--- config.mk ---
export PLATFORM = sky130hd
export DESIGN_NAME = tsc_frame
export DESIGN_NICKNAME = d
export VERILOG_FILES = /design/src/rtl/core/tsc_pkg.sv /design/src/rtl/core/tsc_frame.sv
export SDC_FILE = /design/constraint.sdc
export NUM_CORES = 1
export LEC_CHECK = 0
export ABC_CLOCK_PERIOD_IN_PS = 3700
export BUFFER_PORTS_ARGS = -buffer_cell sky130_fd_sc_hd__buf_4
export CAP_MARGIN = 25
export CORE_AREA = 10 10 75 61
export CTS_CLUSTER_DIAMETER = 120
export DETAILED_ROUTE_END_ITERATION = 10
export DIE_AREA = 0 0 85 71
export GPL_TIMING_DRIVEN = 0
export PLACE_DENSITY = 0.83
export SLEW_MARGIN = 20
export SYNTH_ARGS = -nofsm -noshare
export SYNTH_HDL_FRONTEND = slang
export SYNTH_SLANG_ARGS = --single-unit
--- constraint.sdc ---
create_clock -name clk -period 3.7 [get_ports clk]
set_clock_uncertainty 0.05 [all_clocks]
set_input_delay 0.37 -clock clk [delete_from_list [all_inputs] [get_ports clk]]
set_output_delay 0.37 -clock clk [all_outputs]
set_load 0.01 [all_outputs]
--- src/rtl/core/tsc_pkg.sv ---
// Shared types, constants and the CRC-8 step for the scratchpad checker.
`default_nettype none

package tsc_pkg;

  // Default size of the per-sensor table
  localparam int MAX_SENSORS_DEF = 16;

  localparam int IDX_W   = 4;
  localparam int BYTE_W  = 8;
  localparam int RAW_W   = 16;
  localparam int COUNT_W = 5;
  localparam int TEMP_W  = 17;
  localparam int POS_W   = 4;

  localparam logic [BYTE_W-1:0] CRC_POLY     = 8'h8C;
  localparam logic [BYTE_W-1:0] CRC_GOOD     = 8'h00;
  localparam logic [RAW_W-1:0]  POWER_ON_RAW = 16'd1360;
  localparam int                SIGN_BIT     = 12;
  localparam logic [POS_W-1:0]  POS_LAST     = 4'd15;

  // Result codes
  typedef enum logic [1:0] {
    ST_OK       = 2'd0,
    ST_CRC      = 2'd1,
    ST_RANGE    = 2'd2,
    ST_POWER_ON = 2'd3
  } status_t;

  // Closed frame handed from the byte stage to the check stage
  typedef struct packed {
    logic [IDX_W-1:0] idx;
    logic [RAW_W-1:0] raw;
    logic             crc_ok;
    logic             range_ok;
  } frame_t;

  // One byte of the Dallas CRC-8, least significant bit first
  function automatic logic [BYTE_W-1:0] crc8_update(input logic [BYTE_W-1:0] crc,
                                                    input logic [BYTE_W-1:0] data);
    logic [BYTE_W-1:0] c;
    c = crc ^ data;
    for (int b = 0; b < BYTE_W; b++) begin
      if (c[0]) begin
        c = (c >> 1) ^ CRC_POLY;
      end else begin
        c = c >> 1;
      end
    end
    return c;
  endfunction

endpackage

`default_nettype wire

--- src/rtl/core/tsc_frame.sv ---
// Byte stage: running CRC, byte count, raw capture and frame close.
`default_nettype none

module tsc_frame #(
  parameter int MAX_SENSORS = tsc_pkg::MAX_SENSORS_DEF
) (
  input  wire logic                         clk,
  input  wire logic                         rst_n,
  input  wire logic                         beat_accept,
  input  wire logic [tsc_pkg::IDX_W-1:0]    sensor_index,
  input  wire logic [tsc_pkg::BYTE_W-1:0]   pad_byte,
  input  wire logic                         pad_last,
  input  wire logic [tsc_pkg::COUNT_W-1:0]  sensor_count,
  output tsc_pkg::frame_t                   frame,
  output logic                              frame_fire
);

  logic [tsc_pkg::BYTE_W-1:0] crc_r, crc_nxt;
  logic [tsc_pkg::POS_W-1:0]  pos_r, pos_nxt;
  logic [tsc_pkg::BYTE_W-1:0] lo_r, lo_nxt;
  logic [tsc_pkg::BYTE_W-1:0] hi_r, hi_nxt;
  logic [tsc_pkg::BYTE_W-1:0] crc_upd;
  logic [tsc_pkg::BYTE_W-1:0] lo_upd, hi_upd;
  logic [31:0]                idx_ext;

  // Fold the current beat into the frame
  always_comb begin
    crc_upd = tsc_pkg::crc8_update(crc_r, pad_byte);
    lo_upd  = (pos_r == '0) ? pad_byte : lo_r;
    hi_upd  = (pos_r == tsc_pkg::POS_W'(1)) ? pad_byte : hi_r;
    crc_nxt = crc_r;
    pos_nxt = pos_r;
    lo_nxt  = lo_r;
    hi_nxt  = hi_r;
    if (beat_accept) begin
      if (pad_last) begin
        crc_nxt = '0;
        pos_nxt = '0;
        lo_nxt  = '0;
        hi_nxt  = '0;
      end else begin
        crc_nxt = crc_upd;
        pos_nxt = (pos_r == tsc_pkg::POS_LAST) ? pos_r : pos_r + tsc_pkg::POS_W'(1);
        lo_nxt  = lo_upd;
        hi_nxt  = hi_upd;
      end
    end
  end

  // Hold the frame state
  always_ff @(posedge clk) begin
    if (!rst_n) begin
      crc_r <= '0;
      pos_r <= '0;
      lo_r  <= '0;
      hi_r  <= '0;
    end else begin
      crc_r <= crc_nxt;
      pos_r <= pos_nxt;
      lo_r  <= lo_nxt;
      hi_r  <= hi_nxt;
    end
  end

  // Close the frame on the last beat
  assign idx_ext        = 32'(sensor_index);
  assign frame.idx      = sensor_index;
  assign frame.raw      = {hi_upd, lo_upd};
  assign frame.crc_ok   = (crc_upd == tsc_pkg::CRC_GOOD);
  assign frame.range_ok = ({1'b0, sensor_index} < sensor_count) &&
                          (idx_ext < 32'(MAX_SENSORS));
  assign frame_fire     = beat_accept && pad_last;

endmodule

`default_nettype wire

# Word level (Yosys, flattened, before mapping)
# Index checks and enable logic that the tools add are counted.
# W data, S select, Z words.
# totals
register_bits,28
in_bits,21
# classes
n_addsub,1
magnitude_cmp,2
eq_ne,3
n_mux,15
bitwise,9
n_reduce_logical,5
# ops
operator,count
$mux W8,13
$not A2 Y3,8
$logic_not A8 Y1,1
$mux W4,2
$xor A8 B8 Y8,1
$lt A4 B5 Y1,1
$lt A4 B5 Y1 const B,1
$add A4 B1 Y4 const B,1
$eq A4 B1 Y1 const B,1
$eq A4 B4 Y1 const B,1
$logic_not A4 Y1,1
$logic_and A1 B1 Y1,2
$ne A2 B2 Y1 const B,1
$reduce_and A2 Y1,1

# Longest topological paths before layout
# depth
word_depth,18
mapped_depth,6
mapped_depth_nobuf,6

# Worst setup path after synthesis
# Ideal clock, no wire load.
# synth_path
path_kind,input port to output port
from,in pad_byte[0] in the netlist's numbering
to,out frame[1] in the netlist's numbering
arrival_time_ns,1.518
path_slack_ns,1.762
path_stages,5
n_path_buf,0
path_cell_list,xor2_1 -> xnor2_1 -> xnor2_1 -> or3_1 -> a21oi_1
# synth_rtl
item,line_no,source
start: declaration,tsc_frame.sv:11,"input wire logic [tsc_pkg::BYTE_W-1:0] pad_byte,"
end: declaration,tsc_frame.sv:14,"output tsc_pkg::frame_t frame,"

==> PnR_summary.wiki <==
{| class="wikitable"
! Metric !! Value
|-
| Number of nets at the end of the flow || approximately 250
|-
| Final antenna diode count || 0
|-
| Total number of clock tree sinks || 28
|-
| Largest net degree at the start of global routing || 15
|-
| Number of warnings reported in the yosys synthesis log || 0
|-
| Kind of end point of the critical path || output port
|-
| CTS tree || built
|-
| Final total negative setup slack || 0 ns
|-
| Worst-case register-to-register setup slack || approximately 1.8 ns
|-
| Clock buffer count from CTS || 3
|-
| Cell at the root of the clock tree || sky130_fd_sc_hd__clkbuf_8
|-
| Portion of the post-synthesis area used by sequential elements || 0.341
|-
| Fraction of layout instances using a drive strength above 1 || 0.336
|-
| Count of nets left with antenna violations after detail routing || 0
|-
| Worst min-delay path startpoint || beat_accept
|-
| Count of pins on the block boundary || 44
|-
| Count of flip-flops with a built-in enable after synthesis || 0
|-
| Total half-perimeter wirelength after legalization and detailed placement || slightly above 3 mm
|-
| Count of unresolved DRC violations after routing || 0
|-
| Pwr/cell area || ~370 nW/um^2
|-
| CTS H-tree lvls || 1
|-
| Hold buffer count at cts || 0
|-
| Maximum buffer depth of the clock tree || 2
|-
| Row cnt || 18
|-
| Share of total power in sequential cells || 0.436
|-
| Floorplan Core Area || between 3000 and 4000 sq um
|-
| Slew margin rel. || 0.638
|-
| Run status || finished, final reports clean
|-
| Combinational share of power || 0.350
|-
| Final setup violation count || 0
|-
| Slew at the pin closest to its max-slew limit || ~0.54 ns
|-
| Vias per std cell || roughly 5.2
|-
| Via count of the first global-routing pass || 1,364
|-
| Cell breakdown of the critical path || xor2_1 -> xnor2_1 -> xnor2_1 -> or3_1 -> a21oi_1 -> buf_4
|-
| Port Buffer Count || 43
|-
| Number of cells on the worst reg-to-reg path || 6
|-
| Dominant register cell in the synthesized netlist || sky130_fd_sc_hd__dfxtp_1
|-
| DP Area || about 2000 sq um
|-
| Post-cts resize count || 0
|-
| First-pass GRT wire length || around 6.6 mm
|-
| Number of filler instances in the final layout || 283
|-
| Placer congestion estimate || a little over 0.8
|-
| Critical path arrival || between 1.5 and 2 ns
|-
| Int Pwr || roughly 530 uW
|-
| Delay of the slowest critical-path stage || 0.34 ns
|-
| Die footprint || between 6000 and 7000 sq um
|-
| Switching Share || 0.305
|-
| Mapped Area || ~1600 sq um
|-
| Crit Reg-Reg Startpoint || pos_r[0]
|-
| Maximum clock frequency || ~420 MHz
|-
| Static Leakage || between 0.8 and 0.9 nW
|-
| Finished Cell Area || 2060 sq um
|-
| Mean instance size in the synthesized netlist || between 9 and 10 sq um
|-
| Vias after detailed routing || between 1,000 and 1,500
|-
| Cell class contributing the biggest share of worst-path delay || XOR/XNOR gates
|-
| Async SR Flop Fraction || 0
|-
| Cell type of the slowest stage on the worst timing path || sky130_fd_sc_hd__xnor2_1
|-
| Global-route usage over all layers || 0.130
|-
| Final Routed Wirelength || ~3.9 mm
|-
| Per-cell routed wire length || roughly 15 um
|-
| Cell repeated most along the worst path || sky130_fd_sc_hd__xnor2_1
|-
| Power spent charging and discharging nets || about 230 uW
|-
| Setup bufs post-CTS || 0
|-
| Final standard cell utilization of the core || 0.648
|-
| FF+latch area || roughly 560 sq um
|-
| WHS Endpoint || pos_r[2]
|-
| Final Hold Viols || 0
|-
| Worst-path fanout max || 4
|-
| Skew-Pair Late Insertion Delay || 0.27 ns
|-
| Die height || between 70 and 80 um
|-
| Initial antenna violation count || 0
|-
| Starting density of the core || 0.517
|-
| Worst min-delay path class || in2reg
|-
| Post-synthesis instance total || 171
|-
| Setup repair after global routing missed its margin || no
|-
| Min Tclk post-route || 2.38 ns
|-
| Horizontal extent of the die || roughly 85 um
|-
| Area Growth Syn to Fin || 25.2%
|-
| Data required time of the critical path || 3.28 ns
|-
| Worst hold path stage count || 3
|-
| Area taken by multi-input logic gates || about 1000 sq um
|-
| Clock edge transition at the registers on the reported setup and hold paths || 0.09 ns
|-
| Startpoint kind of the worst setup timing path || register
|-
| First DRT Iteration DRCs || 98
|-
| Total gr overflow || 0
|-
| Count of buffer and inverter cells on the critical path || 1
|-
| Detailed-router iteration count before antenna repair || 5
|-
| Unique masters post-synth || 34
|-
| Portion of total power attributed to the clock network || 0.214
|-
| Highest ir drop seen on vdd || ~0.23 mV
|-
| CP Class || reg2out
|-
| Total of max-cap violations || 0
|-
| Post-Syn Nets || slightly below 200
|-
| Number of synthesized register bits || 28
|-
| Slew Limit Fails || 0
|-
| Final cycle utilization of the critical path || 0.644
|-
| Reg-to-reg critical path endpoint || lo_r[1]
|}
per-stage QoR:
step	instances	worst slack, ns	hold slack (ns)	power, mW
6_report	257	1.32	0.413	0.761
3_5_place_dp	254	1.45	0.451	0.605
2_1_floorplan	171	1.76	0.424	0.525
4_1_cts	257	1.30	0.405	0.768
5_1_grt	257	1.09	0.426	0.810
3_3_place_gp	254	1.49	0.445	0.598
Yosys cell counts (3+ instances only):
library cell	n	area (sq um)
sky130_fd_sc_hd__a21oi_1	3	15.0
sky130_fd_sc_hd__ha_1	6	75.1
sky130_fd_sc_hd__buf_4	4	30.0
sky130_fd_sc_hd__inv_1	5	18.8
sky130_fd_sc_hd__o21ai_0	3	15.0
sky130_fd_sc_hd__a22oi_1	17	128
sky130_fd_sc_hd__and2_1	5	31.3
sky130_fd_sc_hd__nand2_1	4	15.0
sky130_fd_sc_hd__xor2_1	3	26.3
sky130_fd_sc_hd__nor2b_1	20	125
sky130_fd_sc_hd__xnor2_1	13	114
sky130_fd_sc_hd__nand3_1	7	35.0
sky130_fd_sc_hd__mux2_2	16	180
sky130_fd_sc_hd__clkbuf_1	8	30.0
sky130_fd_sc_hd__dfxtp_1	28	561
sky130_fd_sc_hd__o2bb2ai_1	4	35.0
sky130_fd_sc_hd__nor2_1	4	15.0
cell type report:
cell class / count / area share
Buffer: 13 / 0.0310
Clock buffer: 3 / 0.0201
Timing Repair Buffer: 43 / 0.157
Tap cell: 40 / 0.0243
Multi-Input combinational cell: 124 / 0.484
Sequential cell: 28 / 0.273
Inverter: 6 / 0.0109
cells by family after synthesis:
group / after synthesis / share of synthesized area
AO/OA/AOI/OAI: 31 / 0.135
XOR/XNOR: 18 / 0.110
adder cells (fa/ha/maj): 6 / 0.0457
buffers and inverters: 19 / 0.0525
flip-flops: 28 / 0.341
multiplexers: 17 / 0.116
AND/OR/NAND/NOR: 52 / 0.200
flip-flops by register name, indices dropped and copies added, names as in the netlist:
register,count
pos_r,4
hi_r,8
crc_r,8
lo_r,8
layout by cell type, fill, tap and decap left out, types with 2 or more instances in the layout:
cell / count
sky130_fd_sc_hd__dfxtp_1: 28
sky130_fd_sc_hd__nand2b_1: 2
sky130_fd_sc_hd__and2_1: 5
sky130_fd_sc_hd__o21ai_0: 3
sky130_fd_sc_hd__clkbuf_8: 3
sky130_fd_sc_hd__nand4_1: 2
sky130_fd_sc_hd__xor2_1: 3
sky130_fd_sc_hd__a21o_1: 2
sky130_fd_sc_hd__o2bb2ai_1: 4
sky130_fd_sc_hd__nor2_1: 4
sky130_fd_sc_hd__mux2_2: 16
sky130_fd_sc_hd__inv_1: 5
sky130_fd_sc_hd__xnor2_1: 13
sky130_fd_sc_hd__nand3_1: 7
sky130_fd_sc_hd__buf_4: 47
sky130_fd_sc_hd__nor2b_1: 20
sky130_fd_sc_hd__nor3b_4: 2
sky130_fd_sc_hd__a21oi_1: 3
sky130_fd_sc_hd__nand2_1: 4
sky130_fd_sc_hd__a22oi_1: 17
sky130_fd_sc_hd__clkbuf_1: 8
sky130_fd_sc_hd__ha_1: 6
power groups by stage:
stage	Sequential [mW]	Combinational [mW]	Clock [mW]
2_1_floorplan	0.336	0.189	0
3_3_place_gp	0.338	0.260	0
3_5_place_dp	0.339	0.266	0
4_1_cts	0.332	0.267	0.169
5_1_grt	0.334	0.295	0.181
6_report	0.332	0.267	0.163
worst max path at each step:
stage                    end  slack [ns]        start  depth (start not counted)
floorplan           frame[1]        1.76  pad_byte[0]                          5
global placement    frame[1]        1.49  pad_byte[0]                          7
detailed placement  frame[1]        1.45  pad_byte[0]                          7
CTS                 frame[1]        1.30     crc_r[0]                          6
global route        frame[1]        1.09     crc_r[0]                          6
finish              frame[1]        1.32     crc_r[0]                          6
worst register-to-register path, stage by stage, from the launching register on:
cell,delay (ns)
sky130_fd_sc_hd__dfxtp_1,0.35
sky130_fd_sc_hd__inv_1,0.10
sky130_fd_sc_hd__ha_1,0.15
sky130_fd_sc_hd__nor3b_4,0.49
sky130_fd_sc_hd__mux2_2,0.41
sky130_fd_sc_hd__a22oi_1,0.15
sky130_fd_sc_hd__nor2b_1,0.06
per-layer routing:
metal,vias to the layer above,track usage,share of wire
li1,690,-,-
met1,610,0.165,0.48
met2,43,0.204,0.43
met3,2,0.0549,0.085
met4,0,0.0164,0.00051
met5,-,0,0
No activity file was read; power rests on OpenSTA's default activity.
